## config.mk

```make
export PLATFORM = sky130hd
export DESIGN_NAME = spectrum_sweep_occupancy_flat
export DESIGN_NICKNAME = d
export VERILOG_FILES = /design/src/hw/rtl/sso_pkg.sv /design/src/hw/rtl/sso_if.sv /design/src/hw/rtl/sso_ram.sv /design/src/hw/rtl/sso_pct.sv /design/src/hw/rtl/spectrum_sweep_occupancy.sv /design/src/flat_wrapper.sv
export SDC_FILE = /design/constraint.sdc
export NUM_CORES = 2
export LEC_CHECK = 0
export ABC_CLOCK_PERIOD_IN_PS = 11900
export BUFFER_PORTS_ARGS = -buffer_cell sky130_fd_sc_hd__buf_2
export CAP_MARGIN = 20
export CORE_MARGIN = 5
export CORE_UTILIZATION = 23
export DETAILED_ROUTE_END_ITERATION = 10
export PLACE_DENSITY = 0.35
export SETUP_SLACK_MARGIN = 0.05
export SYNTH_ARGS = -nofsm -noshare
export SYNTH_HDL_FRONTEND = slang
export SYNTH_SLANG_ARGS = --single-unit
```

## constraint.sdc

```tcl
create_clock -name clk -period 11.9 [get_ports clk]
set_input_delay 0.595 -clock clk [delete_from_list [all_inputs] [get_ports clk]]
set_output_delay 0.595 -clock clk [all_outputs]
set_load 0.01 [all_outputs]
```

## src/hw/rtl/sso_pkg.sv

```systemverilog
// Shared widths, codes and result type of the spectrum sweep occupancy block.
package sso_pkg;

  localparam int CH_W   = 7;
  localparam int LVL_W  = 7;
  localparam int CNT_W  = 10;
  localparam int CMD_W  = 2;
  localparam int KIND_W = 2;
  localparam int MODE_W = 2;
  // Largest hit count times one hundred needs this many bits.
  localparam int PROD_W = 17;

  localparam int ADDR_W  = 5;
  localparam int DATA_W  = 32;
  localparam int REGIX_W = 3;

  localparam int NUM_CHANNELS_DEF = 128;

  localparam logic [LVL_W-1:0] LVL_MAX = 7'd100;

  localparam logic [CMD_W-1:0] CMD_START  = 2'd0;
  localparam logic [CMD_W-1:0] CMD_SAMPLE = 2'd1;
  localparam logic [CMD_W-1:0] CMD_ABORT  = 2'd2;

  localparam logic [KIND_W-1:0] KIND_LEVEL = 2'd0;
  localparam logic [KIND_W-1:0] KIND_DONE  = 2'd1;
  localparam logic [KIND_W-1:0] KIND_ABORT = 2'd2;

  localparam logic [MODE_W-1:0] MODE_BOTH = 2'd0;
  localparam logic [MODE_W-1:0] MODE_A    = 2'd1;
  localparam logic [MODE_W-1:0] MODE_B    = 2'd2;
  localparam logic [MODE_W-1:0] MODE_FAST = 2'd3;

  localparam logic [REGIX_W-1:0] REG_MIN_CH    = 3'd0;
  localparam logic [REGIX_W-1:0] REG_MAX_CH    = 3'd1;
  localparam logic [REGIX_W-1:0] REG_SAMPLES   = 3'd2;
  localparam logic [REGIX_W-1:0] REG_MODE      = 3'd3;
  localparam logic [REGIX_W-1:0] REG_A_PRESENT = 3'd4;
  localparam logic [REGIX_W-1:0] REG_B_PRESENT = 3'd5;

  localparam logic [CH_W-1:0]   RST_MIN_CH  = 7'd0;
  localparam logic [CH_W-1:0]   RST_MAX_CH  = 7'd125;
  localparam logic [CNT_W-1:0]  RST_SAMPLES = 10'd32;
  localparam logic [MODE_W-1:0] RST_MODE    = MODE_BOTH;

  typedef struct packed {
    logic [KIND_W-1:0] kind;
    logic [CH_W-1:0]   channel;
    logic [LVL_W-1:0]  level_combined;
    logic [LVL_W-1:0]  level_a;
    logic [LVL_W-1:0]  level_b;
    logic [LVL_W-1:0]  peak_hold;
    logic              last;
  } result_t;

endpackage

```

## src/hw/rtl/sso_if.sv

```systemverilog
// Handshake channels for detect commands in and occupancy results out.
interface sso_in_if;
  logic                       valid;
  logic                       ready;
  logic [sso_pkg::CMD_W-1:0]  command;
  logic                       detect_a;
  logic                       detect_b;

  modport source(output valid, command, detect_a, detect_b, input ready);
  modport sink(input valid, command, detect_a, detect_b, output ready);
endinterface

interface sso_out_if;
  logic                        valid;
  logic                        ready;
  logic [sso_pkg::KIND_W-1:0]  kind;
  logic [sso_pkg::CH_W-1:0]    channel;
  logic [sso_pkg::LVL_W-1:0]   level_combined;
  logic [sso_pkg::LVL_W-1:0]   level_a;
  logic [sso_pkg::LVL_W-1:0]   level_b;
  logic [sso_pkg::LVL_W-1:0]   peak_hold;
  logic                        last;

  modport source(output valid, kind, channel, level_combined, level_a, level_b, peak_hold,
                 last, input ready);
  modport sink(input valid, kind, channel, level_combined, level_a, level_b, peak_hold,
               last, output ready);
endinterface

```

## src/hw/rtl/sso_ram.sv

```systemverilog
// Generic single-write, single-read RAM with registered read data.
module sso_ram #(
  parameter int WIDTH = 8,
  parameter int DEPTH = 16,
  localparam int AW = (DEPTH > 1) ? $clog2(DEPTH) : 1
) (
  input  logic             clk,
  input  logic             wr_en,
  input  logic [AW-1:0]    wr_addr,
  input  logic [WIDTH-1:0] wr_data,
  input  logic [AW-1:0]    rd_addr,
  output logic [WIDTH-1:0] rd_data
);

  logic [WIDTH-1:0] mem [DEPTH];

  always_ff @(posedge clk) begin
    if (wr_en) begin
      mem[wr_addr] <= wr_data;
    end
    rd_data <= mem[rd_addr];
  end

endmodule

```

## src/hw/rtl/sso_pct.sv

```systemverilog
// Bit-serial percentage unit: hits times one hundred over the window length, saturated.
module sso_pct (
  input  logic                       clk,
  input  logic                       rst,
  input  logic                       start,
  input  logic [sso_pkg::CNT_W-1:0]  hits,
  input  logic [sso_pkg::CNT_W-1:0]  window,
  output logic                       done,
  output logic [sso_pkg::LVL_W-1:0]  level
);
  import sso_pkg::*;

  localparam int STEP_W = $clog2(PROD_W + 1);
  localparam logic [STEP_W-1:0] STEP_LAST = STEP_W'(PROD_W - 1);

  logic              busy;
  logic [STEP_W-1:0] step;
  logic [CNT_W-1:0]  rem;
  logic [CNT_W-1:0]  dvs;
  logic [PROD_W-1:0] quo;
  logic [PROD_W-1:0] hx;
  logic [PROD_W-1:0] prod;
  logic [CNT_W:0]    trial;
  logic [CNT_W:0]    diff;
  logic              fits;

  // Times one hundred as 64 + 32 + 4.
  assign hx    = {{(PROD_W - CNT_W){1'b0}}, hits};
  assign prod  = (hx << 6) + (hx << 5) + (hx << 2);
  assign trial = {rem, quo[PROD_W-1]};
  assign diff  = trial - {1'b0, dvs};
  assign fits  = (trial >= {1'b0, dvs});
  assign level = (quo > PROD_W'(LVL_MAX)) ? LVL_MAX : quo[LVL_W-1:0];

  always_ff @(posedge clk) begin
    if (rst) begin
      busy <= 1'b0;
      done <= 1'b0;
      step <= '0;
    end else begin
      done <= 1'b0;
      if (start) begin
        busy <= 1'b1;
        step <= '0;
      end else if (busy) begin
        step <= step + 1'b1;
        if (step == STEP_LAST) begin
          busy <= 1'b0;
          done <= 1'b1;
        end
      end
    end
  end

  always_ff @(posedge clk) begin
    if (start) begin
      quo <= prod;
      rem <= '0;
      dvs <= window;
    end else if (busy) begin
      rem <= fits ? diff[CNT_W-1:0] : trial[CNT_W-1:0];
      quo <= {quo[PROD_W-2:0], fits};
    end
  end

endmodule

```

## src/hw/rtl/spectrum_sweep_occupancy.sv

```systemverilog
// Channel sweep occupancy meter: counts detect hits per channel window and reports levels.
//
// Commands arrive on sample_in: start a sweep, one detect sample, or abort. Results leave
// on result_out, one beat each, with last set on the final beat caused by a command.
// Configuration is written through the APB port (six registers at byte offsets 4*i);
// pready is tied high and prdata returns the register value.
// A start or a sample that does not close a window gives no beat. A start on an empty
// range gives one completion beat, and an abort of a running sweep gives one abort beat.
// A sample that closes a window runs three percentages through one bit-serial divider,
// each as a load, the 17 quotient bits and the taking of the level. Each level beat then
// passes the peak-hold read, the update and the hand-over to the output register, and a
// completion beat adds a hand-over of its own.
// The block takes one command at a time; a result beat waits in an output register, and
// when the receiver stalls the sequencer waits with it before loading the next beat.
// Reset restores the register defaults, ends any sweep and marks every peak-hold entry
// as zero through one valid flag per channel, so no clearing pass is needed.
module spectrum_sweep_occupancy #(
  parameter int NUM_CHANNELS = sso_pkg::NUM_CHANNELS_DEF
) (
  input  logic                        clk,
  input  logic                        rst,
  sso_in_if.sink                      sample_in,
  sso_out_if.source                   result_out,
  input  logic                        psel,
  input  logic                        penable,
  input  logic                        pwrite,
  input  logic [sso_pkg::ADDR_W-1:0]  paddr,
  input  logic [sso_pkg::DATA_W-1:0]  pwdata,
  output logic [sso_pkg::DATA_W-1:0]  prdata,
  output logic                        pready
);
  import sso_pkg::*;

  localparam int PK_AW = (NUM_CHANNELS > 1) ? $clog2(NUM_CHANNELS) : 1;
  localparam int EXT_W = CH_W + 2;

  localparam logic [2:0] S_IDLE     = 3'd0;
  localparam logic [2:0] S_DIV_GO   = 3'd1;
  localparam logic [2:0] S_DIV_WAIT = 3'd2;
  localparam logic [2:0] S_RD       = 3'd3;
  localparam logic [2:0] S_UPD      = 3'd4;
  localparam logic [2:0] S_EMIT     = 3'd5;

  localparam logic [1:0] DIV_A = 2'd0;
  localparam logic [1:0] DIV_B = 2'd1;
  localparam logic [1:0] DIV_E = 2'd2;

  localparam logic [1:0] NX_IDLE   = 2'd0;
  localparam logic [1:0] NX_ADV    = 2'd1;
  localparam logic [1:0] NX_SECOND = 2'd2;
  localparam logic [1:0] NX_DONE   = 2'd3;

  // Configuration registers.
  logic [CH_W-1:0]   chan_lo;
  logic [CH_W-1:0]   chan_hi;
  logic [CNT_W-1:0]  samples_per_channel;
  logic [MODE_W-1:0] radio_mode;
  logic              receiver_a_present;
  logic              receiver_b_present;

  // Sweep state.
  logic [2:0]        state;
  logic [CH_W-1:0]   current_channel;
  logic [CNT_W-1:0]  sample_index;
  logic [CNT_W-1:0]  hits_a;
  logic [CNT_W-1:0]  hits_b;
  logic [CNT_W-1:0]  hits_either;
  logic [LVL_W-1:0]  best_level;
  logic [CH_W-1:0]   best_channel;
  logic              sweeping;
  logic              fast_sweep;
  logic              use_a;
  logic              use_b;
  logic [NUM_CHANNELS-1:0] peak_vld;
  logic [1:0]        div_sel;
  logic [LVL_W-1:0]  lvl_a;
  logic [LVL_W-1:0]  lvl_b;
  logic [LVL_W-1:0]  lvl_c;
  logic              res_idx;
  result_t           pend;
  logic [1:0]        nx;
  logic              out_vld;
  result_t           out_r;

  logic              cfg_wr;
  logic [REGIX_W-1:0] cfg_ix;
  logic              in_acc;
  logic              out_load;
  logic [CNT_W-1:0]  wlen;
  logic [CH_W:0]     ch_plus1;
  logic [CH_W:0]     ch_next;
  logic              second;
  logic              sweep_end;
  logic              more;
  logic              pa;
  logic              pb;
  logic              fast_sel;
  logic              ua_pref;
  logic              ub_pref;
  logic              ua_sel;
  logic              ub_sel;
  logic              inc_a;
  logic              inc_b;
  logic              inc_e;
  logic [CNT_W:0]    idx_inc;
  logic              closes;
  logic [CH_W-1:0]   rch;
  logic [EXT_W-1:0]  rch_ext;
  logic              rch_stored;
  logic [PK_AW-1:0]  rch_addr;
  logic [LVL_W-1:0]  ram_rd;
  logic [LVL_W-1:0]  old_peak;
  logic [LVL_W-1:0]  new_peak;
  logic [LVL_W-1:0]  res_lc;
  logic [LVL_W-1:0]  res_la;
  logic [LVL_W-1:0]  res_lb;
  logic              ram_we;
  logic              pct_start;
  logic              pct_done;
  logic [CNT_W-1:0]  pct_hits;
  logic [LVL_W-1:0]  pct_level;
  logic              out_in_store;

  // ---------------------------------------------------------------- configuration port
  assign pready = 1'b1;
  assign cfg_wr = psel && penable && pwrite;
  assign cfg_ix = paddr[ADDR_W-1:2];

  always_comb begin
    case (cfg_ix)
      REG_MIN_CH:    prdata = DATA_W'(chan_lo);
      REG_MAX_CH:    prdata = DATA_W'(chan_hi);
      REG_SAMPLES:   prdata = DATA_W'(samples_per_channel);
      REG_MODE:      prdata = DATA_W'(radio_mode);
      REG_A_PRESENT: prdata = DATA_W'(receiver_a_present);
      REG_B_PRESENT: prdata = DATA_W'(receiver_b_present);
      default:       prdata = '0;
    endcase
  end

  always_ff @(posedge clk) begin
    if (rst) begin
      chan_lo             <= RST_MIN_CH;
      chan_hi             <= RST_MAX_CH;
      samples_per_channel <= RST_SAMPLES;
      radio_mode          <= RST_MODE;
      receiver_a_present  <= 1'b1;
      receiver_b_present  <= 1'b1;
    end else if (cfg_wr) begin
      case (cfg_ix)
        REG_MIN_CH:    chan_lo             <= pwdata[CH_W-1:0];
        REG_MAX_CH:    chan_hi             <= pwdata[CH_W-1:0];
        REG_SAMPLES:   samples_per_channel <= pwdata[CNT_W-1:0];
        REG_MODE:      radio_mode          <= pwdata[MODE_W-1:0];
        REG_A_PRESENT: receiver_a_present  <= pwdata[0];
        REG_B_PRESENT: receiver_b_present  <= pwdata[0];
        default: ;
      endcase
    end
  end

  // ---------------------------------------------------------------- decode
  assign wlen      = (samples_per_channel == '0) ? CNT_W'(1) : samples_per_channel;
  assign ch_plus1  = {1'b0, current_channel} + 1'b1;
  assign ch_next   = {1'b0, current_channel} + (fast_sweep ? (CH_W+1)'(2) : (CH_W+1)'(1));
  assign second    = fast_sweep && (ch_plus1 <= {1'b0, chan_hi});
  assign sweep_end = ch_next > {1'b0, chan_hi};
  assign more      = fast_sweep && !res_idx && second;

  assign pa       = receiver_a_present;
  assign pb       = receiver_b_present;
  assign fast_sel = (radio_mode == MODE_FAST) && pa && pb;
  assign ua_pref  = pa && (radio_mode != MODE_B);
  assign ub_pref  = pb && (radio_mode != MODE_A);
  // With the mode excluding every present receiver, fall back to A, then B.
  assign ua_sel   = (ua_pref || ub_pref) ? ua_pref : pa;
  assign ub_sel   = (ua_pref || ub_pref) ? ub_pref : (!pa && pb);

  assign inc_a   = fast_sweep ? sample_in.detect_a : (use_a && sample_in.detect_a);
  assign inc_b   = fast_sweep ? (second && sample_in.detect_b) : (use_b && sample_in.detect_b);
  assign inc_e   = !fast_sweep && (inc_a || inc_b);
  assign idx_inc = {1'b0, sample_index} + 1'b1;
  assign closes  = idx_inc >= {1'b0, wlen};

  assign sample_in.ready = (state == S_IDLE);
  assign in_acc          = sample_in.valid && sample_in.ready;

  // ---------------------------------------------------------------- level result
  assign rch        = res_idx ? ch_plus1[CH_W-1:0] : current_channel;
  assign rch_ext    = {2'b00, rch};
  assign rch_stored = rch_ext < EXT_W'(NUM_CHANNELS);
  assign rch_addr   = rch_ext[PK_AW-1:0];
  assign old_peak   = (rch_stored && peak_vld[rch_addr]) ? ram_rd : '0;

  always_comb begin
    if (!fast_sweep) begin
      res_lc = lvl_c;
      res_la = lvl_a;
      res_lb = lvl_b;
    end else if (!res_idx) begin
      res_lc = lvl_a;
      res_la = lvl_a;
      res_lb = '0;
    end else begin
      res_lc = lvl_b;
      res_la = '0;
      res_lb = lvl_b;
    end
  end

  assign new_peak = (res_lc > old_peak) ? res_lc : old_peak;
  assign ram_we   = (state == S_UPD) && rch_stored;

  sso_ram #(
    .WIDTH (LVL_W),
    .DEPTH (NUM_CHANNELS)
  ) u_peak_ram (
    .clk     (clk),
    .wr_en   (ram_we),
    .wr_addr (rch_addr),
    .wr_data (new_peak),
    .rd_addr (rch_addr),
    .rd_data (ram_rd)
  );

  // ---------------------------------------------------------------- percentage unit
  assign pct_start = (state == S_DIV_GO);

  always_comb begin
    case (div_sel)
      DIV_A:   pct_hits = hits_a;
      DIV_B:   pct_hits = hits_b;
      default: pct_hits = hits_either;
    endcase
  end

  sso_pct u_pct (
    .clk    (clk),
    .rst    (rst),
    .start  (pct_start),
    .hits   (pct_hits),
    .window (wlen),
    .done   (pct_done),
    .level  (pct_level)
  );

  // ---------------------------------------------------------------- sequencer
  assign out_load = (state == S_EMIT) && (!out_vld || result_out.ready);

  always_ff @(posedge clk) begin
    if (rst) begin
      state           <= S_IDLE;
      current_channel <= '0;
      sample_index    <= '0;
      hits_a          <= '0;
      hits_b          <= '0;
      hits_either     <= '0;
      best_level      <= '0;
      best_channel    <= '0;
      sweeping        <= 1'b0;
      fast_sweep      <= 1'b0;
      use_a           <= 1'b0;
      use_b           <= 1'b0;
      peak_vld        <= '0;
      div_sel         <= DIV_A;
      res_idx         <= 1'b0;
      nx              <= NX_IDLE;
    end else begin
      case (state)
        S_IDLE: begin
          if (in_acc) begin
            case (sample_in.command)
              CMD_START: begin
                if (pa || pb) begin
                  fast_sweep      <= fast_sel;
                  use_a           <= ua_sel;
                  use_b           <= ub_sel;
                  current_channel <= chan_lo;
                  best_channel    <= chan_lo;
                  best_level      <= '0;
                  sample_index    <= '0;
                  hits_a          <= '0;
                  hits_b          <= '0;
                  hits_either     <= '0;
                  if (chan_lo > chan_hi) begin
                    // Empty range: completes at once on the first channel.
                    sweeping <= 1'b0;
                    pend     <= '{kind: KIND_DONE, channel: chan_lo,
                                  level_combined: '0, level_a: '0, level_b: '0,
                                  peak_hold: '0, last: 1'b1};
                    nx       <= NX_IDLE;
                    state    <= S_EMIT;
                  end else begin
                    sweeping <= 1'b1;
                  end
                end
              end
              CMD_ABORT: begin
                if (sweeping) begin
                  sweeping <= 1'b0;
                  pend     <= '{kind: KIND_ABORT, channel: current_channel,
                                level_combined: '0, level_a: '0, level_b: '0,
                                peak_hold: '0, last: 1'b1};
                  nx       <= NX_IDLE;
                  state    <= S_EMIT;
                end
              end
              CMD_SAMPLE: begin
                if (sweeping) begin
                  hits_a       <= hits_a + CNT_W'(inc_a);
                  hits_b       <= hits_b + CNT_W'(inc_b);
                  hits_either  <= hits_either + CNT_W'(inc_e);
                  sample_index <= idx_inc[CNT_W-1:0];
                  if (closes) begin
                    div_sel <= DIV_A;
                    state   <= S_DIV_GO;
                  end
                end
              end
              default: ;
            endcase
          end
        end
        S_DIV_GO: begin
          state <= S_DIV_WAIT;
        end
        S_DIV_WAIT: begin
          if (pct_done) begin
            case (div_sel)
              DIV_A:   lvl_a <= pct_level;
              DIV_B:   lvl_b <= pct_level;
              default: lvl_c <= pct_level;
            endcase
            if (div_sel == DIV_E) begin
              sample_index <= '0;
              hits_a       <= '0;
              hits_b       <= '0;
              hits_either  <= '0;
              res_idx      <= 1'b0;
              state        <= S_RD;
            end else begin
              div_sel <= div_sel + 1'b1;
              state   <= S_DIV_GO;
            end
          end
        end
        S_RD: begin
          state <= S_UPD;
        end
        S_UPD: begin
          if (rch_stored) begin
            peak_vld[rch_addr] <= 1'b1;
          end
          if (res_lc > best_level) begin
            best_level   <= res_lc;
            best_channel <= rch;
          end
          pend <= '{kind: KIND_LEVEL, channel: rch, level_combined: res_lc,
                    level_a: res_la, level_b: res_lb,
                    peak_hold: rch_stored ? new_peak : '0,
                    last: !more && !sweep_end};
          if (more) begin
            nx <= NX_SECOND;
          end else if (sweep_end) begin
            nx <= NX_DONE;
          end else begin
            nx <= NX_ADV;
          end
          state <= S_EMIT;
        end
        S_EMIT: begin
          if (out_load) begin
            case (nx)
              NX_SECOND: begin
                res_idx <= 1'b1;
                state   <= S_RD;
              end
              NX_DONE: begin
                sweeping <= 1'b0;
                pend     <= '{kind: KIND_DONE, channel: best_channel,
                              level_combined: best_level, level_a: '0, level_b: '0,
                              peak_hold: '0, last: 1'b1};
                nx       <= NX_IDLE;
              end
              NX_ADV: begin
                current_channel <= ch_next[CH_W-1:0];
                state           <= S_IDLE;
              end
              default: begin
                state <= S_IDLE;
              end
            endcase
          end
        end
        default: begin
          state <= S_IDLE;
        end
      endcase
    end
  end

  // ---------------------------------------------------------------- output register
  always_ff @(posedge clk) begin
    if (rst) begin
      out_vld <= 1'b0;
    end else if (out_load) begin
      out_vld <= 1'b1;
    end else if (result_out.ready) begin
      out_vld <= 1'b0;
    end
  end

  always_ff @(posedge clk) begin
    if (out_load) begin
      out_r <= pend;
    end
  end

  assign result_out.valid          = out_vld;
  assign result_out.kind           = out_r.kind;
  assign result_out.channel        = out_r.channel;
  assign result_out.level_combined = out_r.level_combined;
  assign result_out.level_a        = out_r.level_a;
  assign result_out.level_b        = out_r.level_b;
  assign result_out.peak_hold      = out_r.peak_hold;
  assign result_out.last           = out_r.last;

  assign out_in_store = {2'b00, out_r.channel} < EXT_W'(NUM_CHANNELS);

  // ---------------------------------------------------------------- assertions
  a_pct_done_waited: assert property (@(posedge clk) disable iff (rst)
    pct_done |-> state == S_DIV_WAIT)
    else $error("percentage unit finished outside its wait state");

  a_peak_not_below_level: assert property (@(posedge clk) disable iff (rst)
    out_vld && out_r.kind == KIND_LEVEL && out_in_store
      |-> out_r.peak_hold >= out_r.level_combined)
    else $error("held peak below the level just reported");

  a_levels_saturate: assert property (@(posedge clk) disable iff (rst)
    out_vld |-> out_r.level_combined <= LVL_MAX && out_r.level_a <= LVL_MAX
                && out_r.level_b <= LVL_MAX)
    else $error("occupancy level above one hundred percent");

  a_report_ends_sweep: assert property (@(posedge clk) disable iff (rst)
    state == S_EMIT && pend.kind != KIND_LEVEL |-> !sweeping)
    else $error("completion or abort beat pending while the sweep still runs");

endmodule
```

## src/flat_wrapper.sv

```systemverilog
// flat-port wrapper written by rule: the top's interface ports become plain ports
module spectrum_sweep_occupancy_flat import sso_pkg::*;
#(
  parameter int NUM_CHANNELS = sso_pkg::NUM_CHANNELS_DEF
)
  (clk, rst, psel, penable, pwrite, paddr, pwdata, prdata, pready, sample_in_valid, sample_in_command, sample_in_detect_a, sample_in_detect_b, sample_in_ready, result_out_valid, result_out_kind, result_out_channel, result_out_level_combined, result_out_level_a, result_out_level_b, result_out_peak_hold, result_out_last, result_out_ready);
  sso_in_if sample_in_i ();
  sso_out_if result_out_i ();
  input  logic clk;
  input  logic rst;
  input  logic psel;
  input  logic penable;
  input  logic pwrite;
  input  logic [sso_pkg::ADDR_W-1:0] paddr;
  input  logic [sso_pkg::DATA_W-1:0] pwdata;
  output logic [sso_pkg::DATA_W-1:0] prdata;
  output logic pready;
  input wire logic [$bits(sample_in_i.valid)-1:0] sample_in_valid;
  input wire logic [$bits(sample_in_i.command)-1:0] sample_in_command;
  input wire logic [$bits(sample_in_i.detect_a)-1:0] sample_in_detect_a;
  input wire logic [$bits(sample_in_i.detect_b)-1:0] sample_in_detect_b;
  output wire logic [$bits(sample_in_i.ready)-1:0] sample_in_ready;
  output wire logic [$bits(result_out_i.valid)-1:0] result_out_valid;
  output wire logic [$bits(result_out_i.kind)-1:0] result_out_kind;
  output wire logic [$bits(result_out_i.channel)-1:0] result_out_channel;
  output wire logic [$bits(result_out_i.level_combined)-1:0] result_out_level_combined;
  output wire logic [$bits(result_out_i.level_a)-1:0] result_out_level_a;
  output wire logic [$bits(result_out_i.level_b)-1:0] result_out_level_b;
  output wire logic [$bits(result_out_i.peak_hold)-1:0] result_out_peak_hold;
  output wire logic [$bits(result_out_i.last)-1:0] result_out_last;
  input wire logic [$bits(result_out_i.ready)-1:0] result_out_ready;
  assign sample_in_i.valid = sample_in_valid;
  assign sample_in_i.command = sample_in_command;
  assign sample_in_i.detect_a = sample_in_detect_a;
  assign sample_in_i.detect_b = sample_in_detect_b;
  assign sample_in_ready = sample_in_i.ready;
  assign result_out_valid = result_out_i.valid;
  assign result_out_kind = result_out_i.kind;
  assign result_out_channel = result_out_i.channel;
  assign result_out_level_combined = result_out_i.level_combined;
  assign result_out_level_a = result_out_i.level_a;
  assign result_out_level_b = result_out_i.level_b;
  assign result_out_peak_hold = result_out_i.peak_hold;
  assign result_out_last = result_out_i.last;
  assign result_out_i.ready = result_out_ready;
  spectrum_sweep_occupancy #(.NUM_CHANNELS(NUM_CHANNELS)) u_core (.clk(clk), .rst(rst), .sample_in(sample_in_i), .result_out(result_out_i), .psel(psel), .penable(penable), .pwrite(pwrite), .paddr(paddr), .pwdata(pwdata), .prdata(prdata), .pready(pready));
endmodule
```

# --- Yosys cells after proc, flatten, opt, wreduce, memory -nomap -nowiden ---
# Memory sizes are Yosys's and may differ from the RTL's. A register that Yosys moved wholly into a read port is not among the register bits.
# Index checks and enable logic that the tools add are counted.
# Widths: inputs -> output; s select.
totals:
  ff_bits: 371
  wordCells: 297
  in_bits: 48
  mem_bits_rw: 896
  n_memories: 1
memory_table:
  columns: ["memory", "words", "width", "rd", "rd_ports_with_merged_regs", "wr", "line_no", "source"]
  rows:
  - ["u_core.u_peak_ram.mem", 128, 7, 1, 1, 1, "sso_ram.sv:15", "logic [WIDTH-1:0] mem [DEPTH];"]
op_classes:
  n_mux: 115
  add_sub_neg: 11
  eq_ne: 44
  bitwise: 4
  magnitude_cmp: 11
  n_reduce_logical: 65
op_table:
  columns: ["op", "n"]
  rows:
  - ["$mux 38", 6]
  - ["$pmux 10 s2", 9]
  - ["$mux 7", 21]
  - ["$mux 10", 13]
  - ["$or 128x128->128", 1]
  - ["$pmux 38 s3", 1]
  - ["$pmux 38 s2", 1]
  - ["$pmux 10 s6", 1]
  - ["$pmux 7 s2", 3]
  - ["$mux 17", 2]
  - ["$mux 2", 16]
  - ["$add 10x1->10", 3]
  - ["$ne 2x2->1 const B", 14]
  - ["$mux 3", 8]
  - ["$mux 1", 23]
  - ["$ge 11x10->1", 2]
  - ["$gt 7x7->1", 3]
  - ["$ne 3x3->1 const B", 7]
  - ["$logic_and 1x1->1", 20]
  - ["$pmux 3 s6", 1]
  - ["$add 16x15->17", 1]
  - ["$add 17x12->17", 1]
  - ["$gt 17x7->1 const B", 1]
  - ["$lt 7x8->1 const B", 2]
  - ["42 further kinds", 90]

# --- Depth between registers and ports, before layout ---
depth:
  ltp_word: 12
  depth_mapped: 23
  depth_no_buf: 19

# --- Modules after synthesis ---
# A second synthesis with hierarchy kept.
unflattened:
  cells_unflattened: 3474
  area_unflattened_um2: 53336.2
by_module_without_submodules:
  columns: ["module", "seq_area_each_um2", "cells_per_inst", "instances", "area_each_um2"]
  rows:
  - ["sso_ram", 27045.9, 1452, 1, 34813.4]
  - ["spectrum_sweep_occupancy", 7517.2, 1733, 1, 15567.4]
  - ["sso_pct", 1151.1, 289, 1, 2955.3]

# --- Worst setup path before layout ---
# Ideal clock, no wire load.
synth_timing:
  path_type: "reg2reg"
  from: "reg u_core.current_channel[1]"
  to: "mem u_core.u_peak_ram.mem[0][6] (netlist name), data pin"
  required_time_ns: 10.982
  stages_incl_launch_ff: 16
  path_slack_ns: 3.483
  period_less_slack_ns: 8.417
  n_path_buf: 1
  arrival_ns: 7.499
  path_cell_list: "dfxtp_1 > ha_1 > buf_4 > xnor2_2 > a31o_2 > a22o_1 > or4_1 > nor4_2 > o221ai_2 > nor4_4 > nand3_1 > ha_1 > a21o_1 > a21o_1 > a221oi_1 > mux2i_1"
synth_via:
  elab_chain_cells: 8
  elab_cells_between_ends: 9
  classes_between: "add/sub: 1; order compare: 2; mux: 5; reduce/logical: 1"
synth_rtl:
  columns: ["item", "line_no", "source"]
  rows:
  - ["from (decl)", "spectrum_sweep_occupancy.sv:63", "logic [CH_W-1:0] current_channel;"]
  - ["from (signal assigned)", "spectrum_sweep_occupancy.sv:278", "current_channel <= chan_lo;"]
  - ["from (signal assigned)", "spectrum_sweep_occupancy.sv:386", "current_channel <= ch_next[CH_W-1:0];"]
  - ["$add 7x1->8", "spectrum_sweep_occupancy.sv:164", "assign ch_plus1 = {1'b0, current_channel} + 1'b1;"]
  - ["$mux 7 *", "spectrum_sweep_occupancy.sv:189", "assign rch = res_idx ? ch_plus1[CH_W-1:0] : current_channel;"]
  - ["$bmux 1 s7", "spectrum_sweep_occupancy.sv:193", "assign old_peak = (rch_stored && peak_vld[rch_addr]) ? ram_rd : '0;"]
  - ["$mux 1 (not written as such)", "spectrum_sweep_occupancy.sv:193", null]
  - ["$logic_and 1x1->1 *", "spectrum_sweep_occupancy.sv:193", null]
  - ["$mux 7 *", "spectrum_sweep_occupancy.sv:193", null]
  - ["$gt 7x7->1", "spectrum_sweep_occupancy.sv:211", "assign new_peak = (res_lc > old_peak) ? res_lc : old_peak;"]
  - ["$mux 7 *", "spectrum_sweep_occupancy.sv:211", null]
  - ["named net u_core.new_peak[6]", "spectrum_sweep_occupancy.sv:113", "logic [LVL_W-1:0] new_peak;"]
  - ["to (decl)", "sso_ram.sv:15", null]
# Mark *: on every way through the listed nets, which the timed path passes. The rest lies on a longest branch. The select of a mux whose other input is x is not followed.

# --- Worst setup path after layout ---
layout_timing:
  from: "reg u_core.current_channel[1]"
  to: "mem u_core.u_peak_ram.mem[39][2] (netlist name), data pin"
# The elaborated chain is that of the path after synthesis.

==> impl_metrics.py <==
metrics = {
    "drt": {
        "wl_per_cell_um": 26.7,
        "routed_wl_um": 190000,
        "first_pass_iters": 8,
        "drtAntennaViolNets": 0,
        "drc": 0,
        "vias_per_cell": 4.75,
        "num_vias": 33786,
        "first_iter_violations": 2822,
    },
    "floorplan": {
        "num_io_pins": 121,
        "dieArea_um2": 235000,
        "die_w_um": 485,
        "fp.dieH_um": 485,
        "core-area_um2": 224000,
        "initial_core_util_pct": 23.1,
        "fp-row-count": 174,
    },
    "run": {
        "cap_violations": 0,
    },
    "cts": {
        "cts_buffers": 152,
        "cts.sinks": 1274,
        "ctsResizeCount": 0,
        "tritoncts": "done",
        "htreeDepth": 4,
        "clock_tree.root_cell": "clkbuf_16",
        "clk_latency_ps": 830,
        "clockBufferDepth": 3,
        "clk_pin_slew_worst_paths_ps": 60,
    },
    "yosys": {
        "synth_edf_count": 1020,
        "ys.flop_type": "edfxtp_1",
        "synthTopCellsByCount": "edfxtp_1, nand2_1, nor2_1, dfxtp_1, a21oi_1",
        "synth_warnings": 0,
        "ys_seq_area_share_pct": 68.9,
        "synthArstFlopShare_pct": 0,
        "synth_top_area_share_pct": 59.1,
        "ys_types": 85,
        "netlist_area_um2": 51800,
        "yosys-top-cells-area": "edfxtp_1, dfxtp_1, nand2_1, nor2_1, ha_1",
        "avgSynthCellArea_um2": 13.4,
        "netlist_instances": 3878,
        "synth_largest_area_cell": "edfxtp_1",
        "yosysMostFrequentCell": "edfxtp_1",
        "synth_seq_cells": 1274,
    },
    "timing": {
        "slew_violations": 0,
        "fmax_ghz": 0.110,
        "hold_viol": 0,
        "worstMarginPinSlew_ps": 1190,
        "rsz0062_at_grt": "false",
        "fin_skew_ps": 53.2,
        "holdWs_ps": 82.6,
        "setup_viol_count_final": 0,
        "maxSlewHeadroom_pct": 20.6,
        "tns_ps": 0,
        "setup_ws_ps": 2840,
        "period_share_pct": 76.2,
        "fin_crit_ps": 9060,
    },
    "global_route": {
        "track_usage_pct": 15.7,
        "grt_max_degree": 129,
        "grt_pass1_wl_um": 268000,
        "antenna_found_initial": 6,
        "grt-ovfl-total": 0,
        "first_global_vias": 33513,
    },
    "placement": {
        "port_buffers": 73,
        "dpl.hpwl_um": 119000,
        "place_ws_ps": 3050,
        "place.gp.congestion": 0.822,
    },
    "worst_setup_path": {
        "end_kind": "flop",
        "r2r_cells": 21,
        "crit_fanout": 65,
        "cp-start-kind": "flop",
        "cp.required_ps": 12400,
        "r2r_slack_ps": 2840,
        "cp_data_arrival_time_ps": 9560,
        "path_class": "flop to flop",
        "r2r-end": "u_core.u_peak_ram.mem[39][2]$_DFFE_PP_",
        "reg2reg_from": "u_core.current_channel[1]$_SDFFE_PP0P_",
    },
    "power": {
        "p_sw_share_pct": 29.4,
        "power_density_nw_per_um2": 195,
        "p_clk_share_pct": 39.2,
        "p_sw_mw": 3.51,
        "internal_power_mw": 8.43,
        "power_mw": 11.9,
        "leakage_nw": 20.0,
        "p_seq_share_pct": 44.5,
        "comb_power_share_pct": 16.3,
        "vdd_drop_max_mv": 0.152,
    },
    "worst_hold_path": {
        "min_from": "pwdata[5]",
        "min_path_cells": 3,
        "hold_end": "u_core.samples_per_channel[5]$_SDFFE_PP1P_",
        "hold_path_class": "input pin to flop",
    },
    "cells_and_area": {
        "drive_gt1_share_pct": 11.9,
        "nFillCells": 22972,
        "utilization_pct": 27.3,
        "fin_nets": 4133,
        "synthToLayoutAreaGrowth_pct": 18.3,
    },
    "status": {
        "outcome": "completed",
    },
}
## cell usage in the layout, fill, tap and decap left out, types with 21 or more instances in the layout
master / count
nor2_1: 305
nand2_1: 390
nor3_1: 24
ha_1: 84
conb_1: 23
buf_2: 73
and2_1: 29
mux2i_1: 93
dfxtp_1: 252
nor2b_1: 21
xor2_1: 35
xnor2_1: 26
a22oi_1: 138
a31oi_1: 102
a21oi_1: 159
o21ai_0: 58
a222oi_1: 75
a22o_1: 61
edfxtp_1: 1020
nand3_1: 74
clkinv_2: 24
a21o_1: 26
inv_1: 78
clkbuf_1: 44
o21a_1: 140
nor4_1: 22
nand2b_1: 26
nand4_1: 39
buf_4: 108
a221oi_1: 90
clkbuf_16: 154
## power groups by stage
stage	combinational [mW]	sequential, mW	clock [mW]
after floorplan	1.09	5.43	0
after global placement	1.96	5.41	0
after detailed placement	1.96	5.41	0
after CTS	1.97	5.32	4.82
after global routing	2.10	5.33	5.00
final	1.94	5.31	4.68
## per-layer routing
| layer | vias to the layer above | part of all wire [%] | routed length, um | GRT usage (%) |
|---|---|---|---|---|
| li1 | 15153 | - | - | - |
| met1 | 17497 | 48 | 90400 | 22.5 |
| met2 | 888 | 45 | 85100 | 24.4 |
| met3 | 248 | 4.6 | 8680 | 2.54 |
| met4 | 0 | 3.1 | 5840 | 4.74 |
| met5 | - | 0 | 0 | 0 |
## flip-flops by register name, summed over array words and instances (netlist names), 10 cells and up
signal,count
u_core.sample_index,10
u_core.hits_either,10
u_core.u_pct.dvs,10
u_core.u_pct.quo,17
u_core.u_pct.rem,10
u_core.samples_per_channel,10
u_core.hits_a,10
u_core.pend,38
u_core.peak_vld,128
u_core.hits_b,10
u_core.u_peak_ram.mem,896
## stage by stage
stage / instances / area, um2
after global placement: 6817 / 56100
after global routing: 7113 / 61300
after CTS: 7110 / 61300
final: 7114 / 61300
after detailed placement: 6825 / 56200
after floorplan: 3899 / 51900
## worst max-delay path, cell delays in order (launching register included)
cell,delay (ps)
dfxtp_1,310
buf_4,400
ha_1,430
xnor2_2,90
buf_4,220
inv_2,310
o21ai_2,100
buf_4,270
a222oi_1,680
o221ai_1,270
a32oi_1,530
o221ai_2,350
nor4_4,770
nand3_1,320
ha_1,400
nor2b_1,140
o21ai_0,140
nand2b_1,100
a221oi_1,780
a41oi_2,390
o21ai_4,910
buf_4,700
## cell type report
cell class                      instances  area, um2  share of cell area [%]
Antenna cell                            2       5.00                 0.00817
Tap cell                             2992       3740                    6.11
Multi-Input combinational cell       2285      15100                    24.6
Sequential cell                      1274      35700                    58.3
Inverter                               80        305                   0.498
Clock inverter                         69        797                    1.30
Timing Repair Buffer                  199       1440                    2.34
Clock buffer                          213       4230                    6.89
## what timing repair did
action / CTS / global route
endpoints found under the hold margin: 3 / 0
setup buffers: 0 / 0
hold buffers: 3 / 0
## cells by family (layout without fill, tap and decap cells)
kind of cell / after synthesis / after routing / synth area share (%)
buffers and inverters: 340 / 561 / 2.81
AO/OA/AOI/OAI: 979 / 979 / 13.7
AND/OR/NAND/NOR: 1015 / 1015 / 8.79
multiplexers: 107 / 107 / 2.16
adder cells (fa/ha/maj): 93 / 93 / 2.38
other: 2 / 25 / 0.0145
XOR/XNOR: 68 / 68 / 1.21
flip-flops: 1274 / 1274 / 68.9
## how the worst max path moves through the flow
stage	to	start	cells past startpoint
final	u_core.u_peak_ram.mem[39][2]$_DFFE_PP_	u_core.current_channel[1]$_SDFFE_PP0P_	21
after global routing	u_core.u_peak_ram.mem[78][2]$_DFFE_PP_	u_core.current_channel[1]$_SDFFE_PP0P_	21
after floorplan	u_core.u_peak_ram.mem[0][6]$_DFFE_PP_	u_core.current_channel[1]$_SDFFE_PP0P_	15
after detailed placement	u_core.u_peak_ram.mem[33][2]$_DFFE_PP_	u_core.current_channel[1]$_SDFFE_PP0P_	21
after global placement	u_core.u_peak_ram.mem[33][2]$_DFFE_PP_	u_core.current_channel[1]$_SDFFE_PP0P_	21
after CTS	u_core.u_peak_ram.mem[78][2]$_DFFE_PP_	u_core.current_channel[1]$_SDFFE_PP0P_	21
Note: power is estimated with default switching activity, not from simulation.
